==> config.mk <==
export PLATFORM = sky130hd
export DESIGN_NAME = cbp_hist
export DESIGN_NICKNAME = d
export VERILOG_FILES = /design/src/rtl/cbp_pkg.sv /design/src/rtl/cbp_hist.sv
export SDC_FILE = /design/constraint.sdc
export NUM_CORES = 1
export LEC_CHECK = 0
export BUFFER_PORTS_ARGS = -buffer_cell sky130_fd_sc_hd__buf_2
export CAP_MARGIN = 20
export CORE_MARGIN = 4
export CORE_UTILIZATION = 28
export DETAILED_ROUTE_END_ITERATION = 10
export HOLD_SLACK_MARGIN = 0.05
export PLACE_DENSITY = 0.73
export SLEW_MARGIN = 30
export SYNTH_ARGS = -nofsm -noshare
export SYNTH_HDL_FRONTEND = slang
export SYNTH_SLANG_ARGS = --single-unit
==> constraint.sdc <==
create_clock -name clk -period 2.14 [get_ports clk]
set_clock_uncertainty 0.05 [all_clocks]
set_input_delay 0.428 -clock clk [delete_from_list [all_inputs] [get_ports clk]]
set_output_delay 0.428 -clock clk [all_outputs]
set_load 0.05 [all_outputs]
==> src/rtl/cbp_pkg.sv <==
`default_nettype none

package cbp_pkg;

	localparam int ADDR_W        = 32;
	localparam int MAX_ADDR_BITS = 10;
	localparam int MAX_HIST_BITS = 4;
	localparam int IDX_W         = MAX_ADDR_BITS + MAX_HIST_BITS;
	localparam int DEPTH         = 1 << IDX_W;
	localparam int ABITS_W       = 4;
	localparam int HBITS_W       = 3;
	localparam int CFG_DATA_W    = 4;
	localparam int CFG_IDX_W     = 1;
	localparam int IN_TDATA_W    = 40;
	localparam int OUT_TDATA_W   = 8;

	typedef logic [1:0] ctr_t;
	localparam ctr_t CTR_RESET = 2'd3;

	typedef enum logic [CFG_IDX_W-1:0] {
		REG_ADDR_BITS = 1'b0,
		REG_HIST_BITS = 1'b1
	} cfg_reg_t;

	typedef struct packed {
		logic             vld;
		logic [IDX_W-1:0] idx;
		logic             taken;
	} lookup_t;

	typedef struct packed {
		logic vld;
		logic pred;
		logic mispred;
	} result_t;

	function automatic ctr_t next_ctr(ctr_t c, logic t);
		ctr_t n;
		if (t) begin
			n = (c == 2'd0) ? 2'd1 : 2'd3;
		end else begin
			n = (c == 2'd3) ? 2'd2 : 2'd0;
		end
		return n;
	endfunction

endpackage

`default_nettype wire

==> src/rtl/cbp_hist.sv <==
`default_nettype none

module cbp_hist (
	input  wire                         clk,
	input  wire                         arst_n,
	input  wire                         acc,
	input  wire  [cbp_pkg::ADDR_W-1:0]  addr,
	input  wire                         taken,
	input  wire  [cbp_pkg::ABITS_W-1:0] addr_bits,
	input  wire  [cbp_pkg::HBITS_W-1:0] hist_bits,
	output cbp_pkg::lookup_t            look
);
	import cbp_pkg::*;

	logic [MAX_HIST_BITS-1:0] hist_q;
	logic [ABITS_W-1:0]       m;
	logic [HBITS_W-1:0]       k;
	logic [MAX_ADDR_BITS-1:0] row_mask;
	logic [MAX_HIST_BITS-1:0] col_mask;
	logic [MAX_ADDR_BITS-1:0] row;
	logic [MAX_HIST_BITS-1:0] col;
	logic [MAX_HIST_BITS-1:0] ins;
	logic [MAX_HIST_BITS-1:0] hist_nxt;

	always_comb begin
		m = (addr_bits > ABITS_W'(MAX_ADDR_BITS)) ? ABITS_W'(MAX_ADDR_BITS) : addr_bits;
		k = (hist_bits > HBITS_W'(MAX_HIST_BITS)) ? HBITS_W'(MAX_HIST_BITS) : hist_bits;
		row_mask = MAX_ADDR_BITS'(({{MAX_ADDR_BITS{1'b0}}, 1'b1} << m) - 1'b1);
		col_mask = MAX_HIST_BITS'(({{MAX_HIST_BITS{1'b0}}, 1'b1} << k) - 1'b1);
		row = addr[MAX_ADDR_BITS-1:0] & row_mask;
		col = hist_q & col_mask;
		ins = {{(MAX_HIST_BITS-1){1'b0}}, taken} << (k - 1'b1);
		hist_nxt = (col >> 1) | ins;
		look.vld = acc;
		look.idx = {row, col};
		look.taken = taken;
	end

	always_ff @(posedge clk or negedge arst_n) begin
		if (!arst_n) begin
			hist_q <= '1;
		end else if (acc && (k != '0)) begin
			hist_q <= hist_nxt;
		end
	end

endmodule

`default_nettype wire

==> impl_metrics.tcl, run 1 <==
set metrics [dict create \
    ys_seq_elements 4 \
    arrival_ns 1.59 \
    via_count 613 \
    p_leak_nw 0.413 \
    routedWlPerCell_um 10.9 \
    synth_top_cell_by_area "dfstp_2" \
    clk_pin_slew_ns 0.04 \
    period_needed_ns 2.07 \
    synth_top_flop_cell "dfstp_2" \
    critPathCaptureType "output port" \
    grt_max_degree 9 \
    power.density_nw_per_um2 530 \
    p_int_w 0.000243 \
    grt_pass1_wl_mm 2.27 \
    largest_reg_flops 4 \
    swShare 0.454 \
    syn_area_um2 503 \
    critical_path.max_stage_delay_ns 0.21 \
    die_w_um 50.4 \
    combPwrFrac 0.544 \
    maxSlewHeadroom 0.787 \
    cts_num_sinks 4 \
    path_cells "buf_8 -> nor2_4 -> nand3b_1 -> ha_2 -> buf_4 -> xor2_1 -> and2_1 -> buf_4" \
    drc 0 \
    syn_to_final_growth_pct 66.7 \
    grt_pass1_vias 572 \
    worst_setup_path_start_kind "input port" \
    final_antenna_net_count 0 \
    clk_latency_ns 0.24 \
    maxSlewViolCount 0 \
    fin_hold_ws_ns 0.114 \
    synth_top_area_frac 0.209 \
    via_per_inst 4.61 \
    place.gp.congestion 0.712 \
    antenna_found_initial 0 \
    setup_viol 0 \
    ys_top_cells_by_count "nand2_1 (7), nor2_1 (7), nor2b_1 (5)" \
    hp-class "input port to asynchronous set/reset pin" \
    drt-initial-drc-count 3 \
    synthTopCellsByArea "dfstp_2 (21%), ha_1 (10%), nor2b_1 (6.2%), nand2_1 (5.2%), nor2_1 (5.2%)" \
    grt.total_usage 0.116 \
    regMostFlops "hist_q" \
    cp_max_fo 5 \
    ys_async_sr_fraction 1.00 \
    cts_buffers 3 \
    fp.dieH_um 50.4 \
    diodes 0 \
    yosysSeqAreaShare 0.209 \
    coreArea_um2 1710 \
    min_period_over_period 0.968 \
    synth-edff-count 0 \
    tns_ns 0 \
    synth_cell_types 30 \
    fill_cells 162 \
    io_pins 59 \
    status "completed" \
    grt_overflow 0 \
    cts_root_buf "clkbuf_4" \
    syn_inst 67 \
    critical_path_class "input port to output port" \
    row_count 15 \
    cpMostUsedCell "buf_4" \
    syn_nets 114 \
    htree_levels 1 \
    die_area_um2 2540 \
    numPortBuffers 36 \
    drt_wl_total_mm 1.45 \
    yosysWarnings 0 \
    clock.fmax_mhz 483 \
    hpwl_mm 1.25 \
    start_util 0.295 \
    vdd_drop_max_mv 0.327 \
    cts_tree "done" \
    finalPower_w 0.000445 \
    cp_slowest_cell "ha_2" \
    clkPwrFrac 0.225 \
    crit_start "addr_bits[3]" \
    largestRegisters "hist_q x4" \
    dr.pass1.iters 3 \
    drv_cap 0 \
    clockBufferDepth 2 \
    seqPwrFrac 0.231 \
    syn-mean-instance-area_um2 7.51 \
    nNetsFinal 157 \
    grt_setup_unrepaired "true" \
    max_slew.worst_pin.slew_ns 0.316 \
    hold_viol 0 \
    drive_above_1_share 0.583 \
    netSwitchingPower_w 0.000202 \
    r2r_start "hist_q[1]" \
    cp.required_ns 1.66 \
]
==> logic make-up (layout without fill, tap and decap cells) <==
kind of cell,after synthesis,count (layout),synth area share
compound gates,15,15,0.194
flops,4,4,0.209
simple gates,32,32,0.353
fa+ha+maj,4,4,0.0995
xor+xnor,2,2,0.0348
buf+inv,10,51,0.109
==> per-stage QoR <==
step / setup slack, ns / utilization / std cells / cell area [um^2]
after detailed placement: -0.0752 / 0.448 / 129 / 764
after CTS: -0.0539 / 0.466 / 132 / 796
after global placement: -0.0370 / 0.448 / 129 / 764
after floorplan: 0.0229 / - / 67 / 544
after global routing: -0.0419 / 0.491 / 133 / 838
final: 0.0682 / 0.491 / 133 / 838
==> layer usage <==
metal / GRT usage / wire length, um
met1: 0.117 / 554
met4: 0.0942 / 36
met5: 0 / 0
met3: 0.0119 / 109
met2: 0.213 / 754
==> final timing paths <==
path	endpoint	slack, ns	depth (start not counted)
setup / recovery	look[7]	0.07	8
hold / removal	hist_q[3]	0.11	1
setup reg to reg	hist_q[0]	1.13	3
hold reg to reg	hist_q[3]	0.42	2
max in group asynchronous	hist_q[1]	1.90	1
min in group clk	hist_q[3]	0.41	3
==> critical path, delay by kind of cell <==
family / cells / cell delay (ns)
xor+xnor: 1 / 0.15
fa+ha+maj: 1 / 0.21
buf+inv: 3 / 0.44
simple gates: 3 / 0.37
==> cell usage in the layout, fill, tap and decap left out, types with 3 or more instances in the layout <==
master	n
and2_1	3
buf_4	8
buf_2	32
inv_1	4
clkbuf_4	3
nor2b_1	3
dfstp_2	4
nor2_1	6
ha_1	3
nand2_1	7
nor2b_2	3
==> timing repair <==
action | in CTS | in global routing
hold buffers | 0 | 0
buffers inserted | 0 | 1
gates resized for setup | 3 | 9
pin swaps | 0 | 1
cloned | 0 | 0
endpoints found under the hold margin | 0 | 0
endpoints found under the setup margin | 3 | 4
==> power groups by stage <==
stage | clock [W] | combinational [W] | sequential [W]
after floorplan | 0 | 0.000171 | 0.000101
after global placement | 0 | 0.000227 | 0.000103
after detailed placement | 0 | 0.000232 | 0.000103
after CTS | 0.000105 | 0.000235 | 0.000102
after global routing | 0.000109 | 0.000258 | 0.000104
final | 0.0000999 | 0.000242 | 0.000103
==> area by class of cell <==
cell class	instances	area, um^2	area share
well taps	25	31.3	0.0373
flip-flops and latches	4	105	0.125
clock buffers	3	22.5	0.0269
multi-input cells	53	403	0.481
repair buffers	43	258	0.307
inverters	5	18.8	0.0224
Note: power is estimated with default switching activity, not from simulation.
==> run 2: changes to the inputs <==
--- a/config.mk
+++ b/config.mk
@@ -10,6 +10,7 @@
 export CORE_MARGIN = 4
 export CORE_UTILIZATION = 28
 export DETAILED_ROUTE_END_ITERATION = 10
+export GPL_TIMING_DRIVEN = 0
 export HOLD_SLACK_MARGIN = 0.05
 export PLACE_DENSITY = 0.73
 export SLEW_MARGIN = 30
==> impl_metrics.tcl, run 2 (synthesis results as in run 1) <==
set metrics [dict create \
    clk_latency_ns 0.25 \
    final_antenna_net_count 0 \
    max_slew.worst_pin.slew_ns 0.340 \
    setup_ws_ns 0.0292 \
    critPathCaptureType "output port" \
    grt_pass1_wl_mm 2.51 \
    htree_levels 1 \
    hp-class "input port to asynchronous set/reset pin" \
    syn_to_final_growth_pct 66.2 \
    cp_num_buf_inv 2 \
    finalInstanceArea_um2 836 \
    cts_num_sinks 4 \
    status "completed" \
    path_cells "buf_12 -> nor2_4 -> nand3b_1 -> ha_4 -> nor3_4 -> nand3b_1 -> a31oi_4 -> buf_6" \
    critical_path.max_stage_delay_ns 0.21 \
    cts_tree "done" \
    fp.dieH_um 50.4 \
    place_area_um2 741 \
    regArea_um2 105 \
    row_count 15 \
    drc 0 \
    via_per_inst 4.83 \
    nNetsFinal 153 \
    diodes 0 \
    vdd_drop_max_mv 0.306 \
    clock.fmax_mhz 474 \
    setup_viol 0 \
    worst_setup_path_start_kind "input port" \
    period_needed_ns 2.11 \
    hold_buffers 0 \
    antenna_found_initial 0 \
    drive_above_1_share 0.577 \
    fin_hold_ws_ns 0.110 \
    largest_reg_flops 4 \
    arrival_ns 1.63 \
    power.density_nw_per_um2 536 \
    clk_pin_slew_ns 0.04 \
    layout_commonest_cell "buf_2" \
    die_area_um2 2540 \
    place.gp.congestion 0.689 \
    regMostFlops "hist_q" \
    critical_path_class "input port to output port" \
    path_delay_family "simple AND/OR/NAND/NOR gates" \
    dpl.cell_count 125 \
    drt-initial-drc-count 12 \
    finalPower_w 0.000448 \
    coreArea_um2 1710 \
    cp_slowest_cell "ha_4" \
    grt_setup_unrepaired "true" \
    cts_root_buf "clkbuf_4" \
    cpMostUsedCell "nand3b_1" \
    maxSlewHeadroom 0.771 \
    cp.required_ns 1.66 \
    cts_buffers 3 \
    p_leak_nw 0.402 \
    final_cell_mix "buf_2 (31), nand2_1 (6), nor2_1 (5)" \
    layoutNonFillerInstCount 129 \
    dr.pass1.iters 4 \
    grt_overflow 0 \
    numPortBuffers 33 \
    drt_wl_total_mm 1.48 \
    io_pins 59 \
    place_ws_ns -0.172 \
    largestRegisters "hist_q x4" \
    cp_max_fo 9 \
    routedWlPerCell_um 11.5 \
    clockBufferDepth 2 \
    drv_cap 0 \
    maxSlewViolCount 0 \
    hold_viol 0 \
    fill_cells 178 \
    die_w_um 50.4 \
    grt_max_degree 10 \
    via_count 623 \
    hpwl_mm 1.21 \
    multi_input_comb_area_um2 419 \
    grt.total_usage 0.129 \
    min_period_over_period 0.986 \
    grt_pass1_vias 615 \
    start_util 0.295 \
]
run 2: per-layer routing:
layer | vias up | wire (um) | global-route usage
met3 | 3 | 138 | 0.0326
li1 | 303 | - | -
met4 | 0 | 28 | 0.0807
met5 | - | 0 | 0
met1 | 284 | 503 | 0.125
met2 | 33 | 807 | 0.241
run 2: path summary, 6_finish.rpt:
kind	from	to	slack, ns	depth (start not counted)
max in group asynchronous	arst_n	hist_q[1]	1.90	1
setup reg to reg	hist_q[1]	hist_q[0]	1.14	3
hold / removal	arst_n	hist_q[3]	0.11	1
hold reg to reg	hist_q[3]	hist_q[3]	0.42	2
min in group clk	taken	hist_q[3]	0.39	3
setup / recovery	addr_bits[3]	look[9]	0.03	8
run 2: final cells by class:
type                       count  area share
tap                           25      0.0374
inverter                       5      0.0225
buffer                         5      0.0614
timing repair buffer          34       0.225
clock buffer                   3      0.0269
sequential                     4       0.126
multi-input combinational     53       0.501
run 2: repair_timing:
| item | in CTS | in global routing |
|---|---|---|
| setup buffers | 1 | 0 |
| setup endpoints to repair | 3 | 5 |
| resized for setup | 10 | 8 |
| pin swaps | 1 | 1 |
run 2: where the power goes:
group	switching, W	leakage [nW]	total (W)	internal [W]
Clock	0.0000380	0.0138	0.000101	0.0000632
Combinational	0.000160	0.346	0.000244	0.0000837
Sequential	0.00000618	0.0419	0.000103	0.0000968
Total	0.000205	0.402	0.000448	0.000244
run 2: through the flow:
stage,setup TNS [ns],utilization
2_1_floorplan,0,-
3_3_place_gp,-0.0908,0.434
3_5_place_dp,-0.275,0.434
4_1_cts,0,0.475
5_1_grt,-0.0867,0.489
6_report,0,0.489
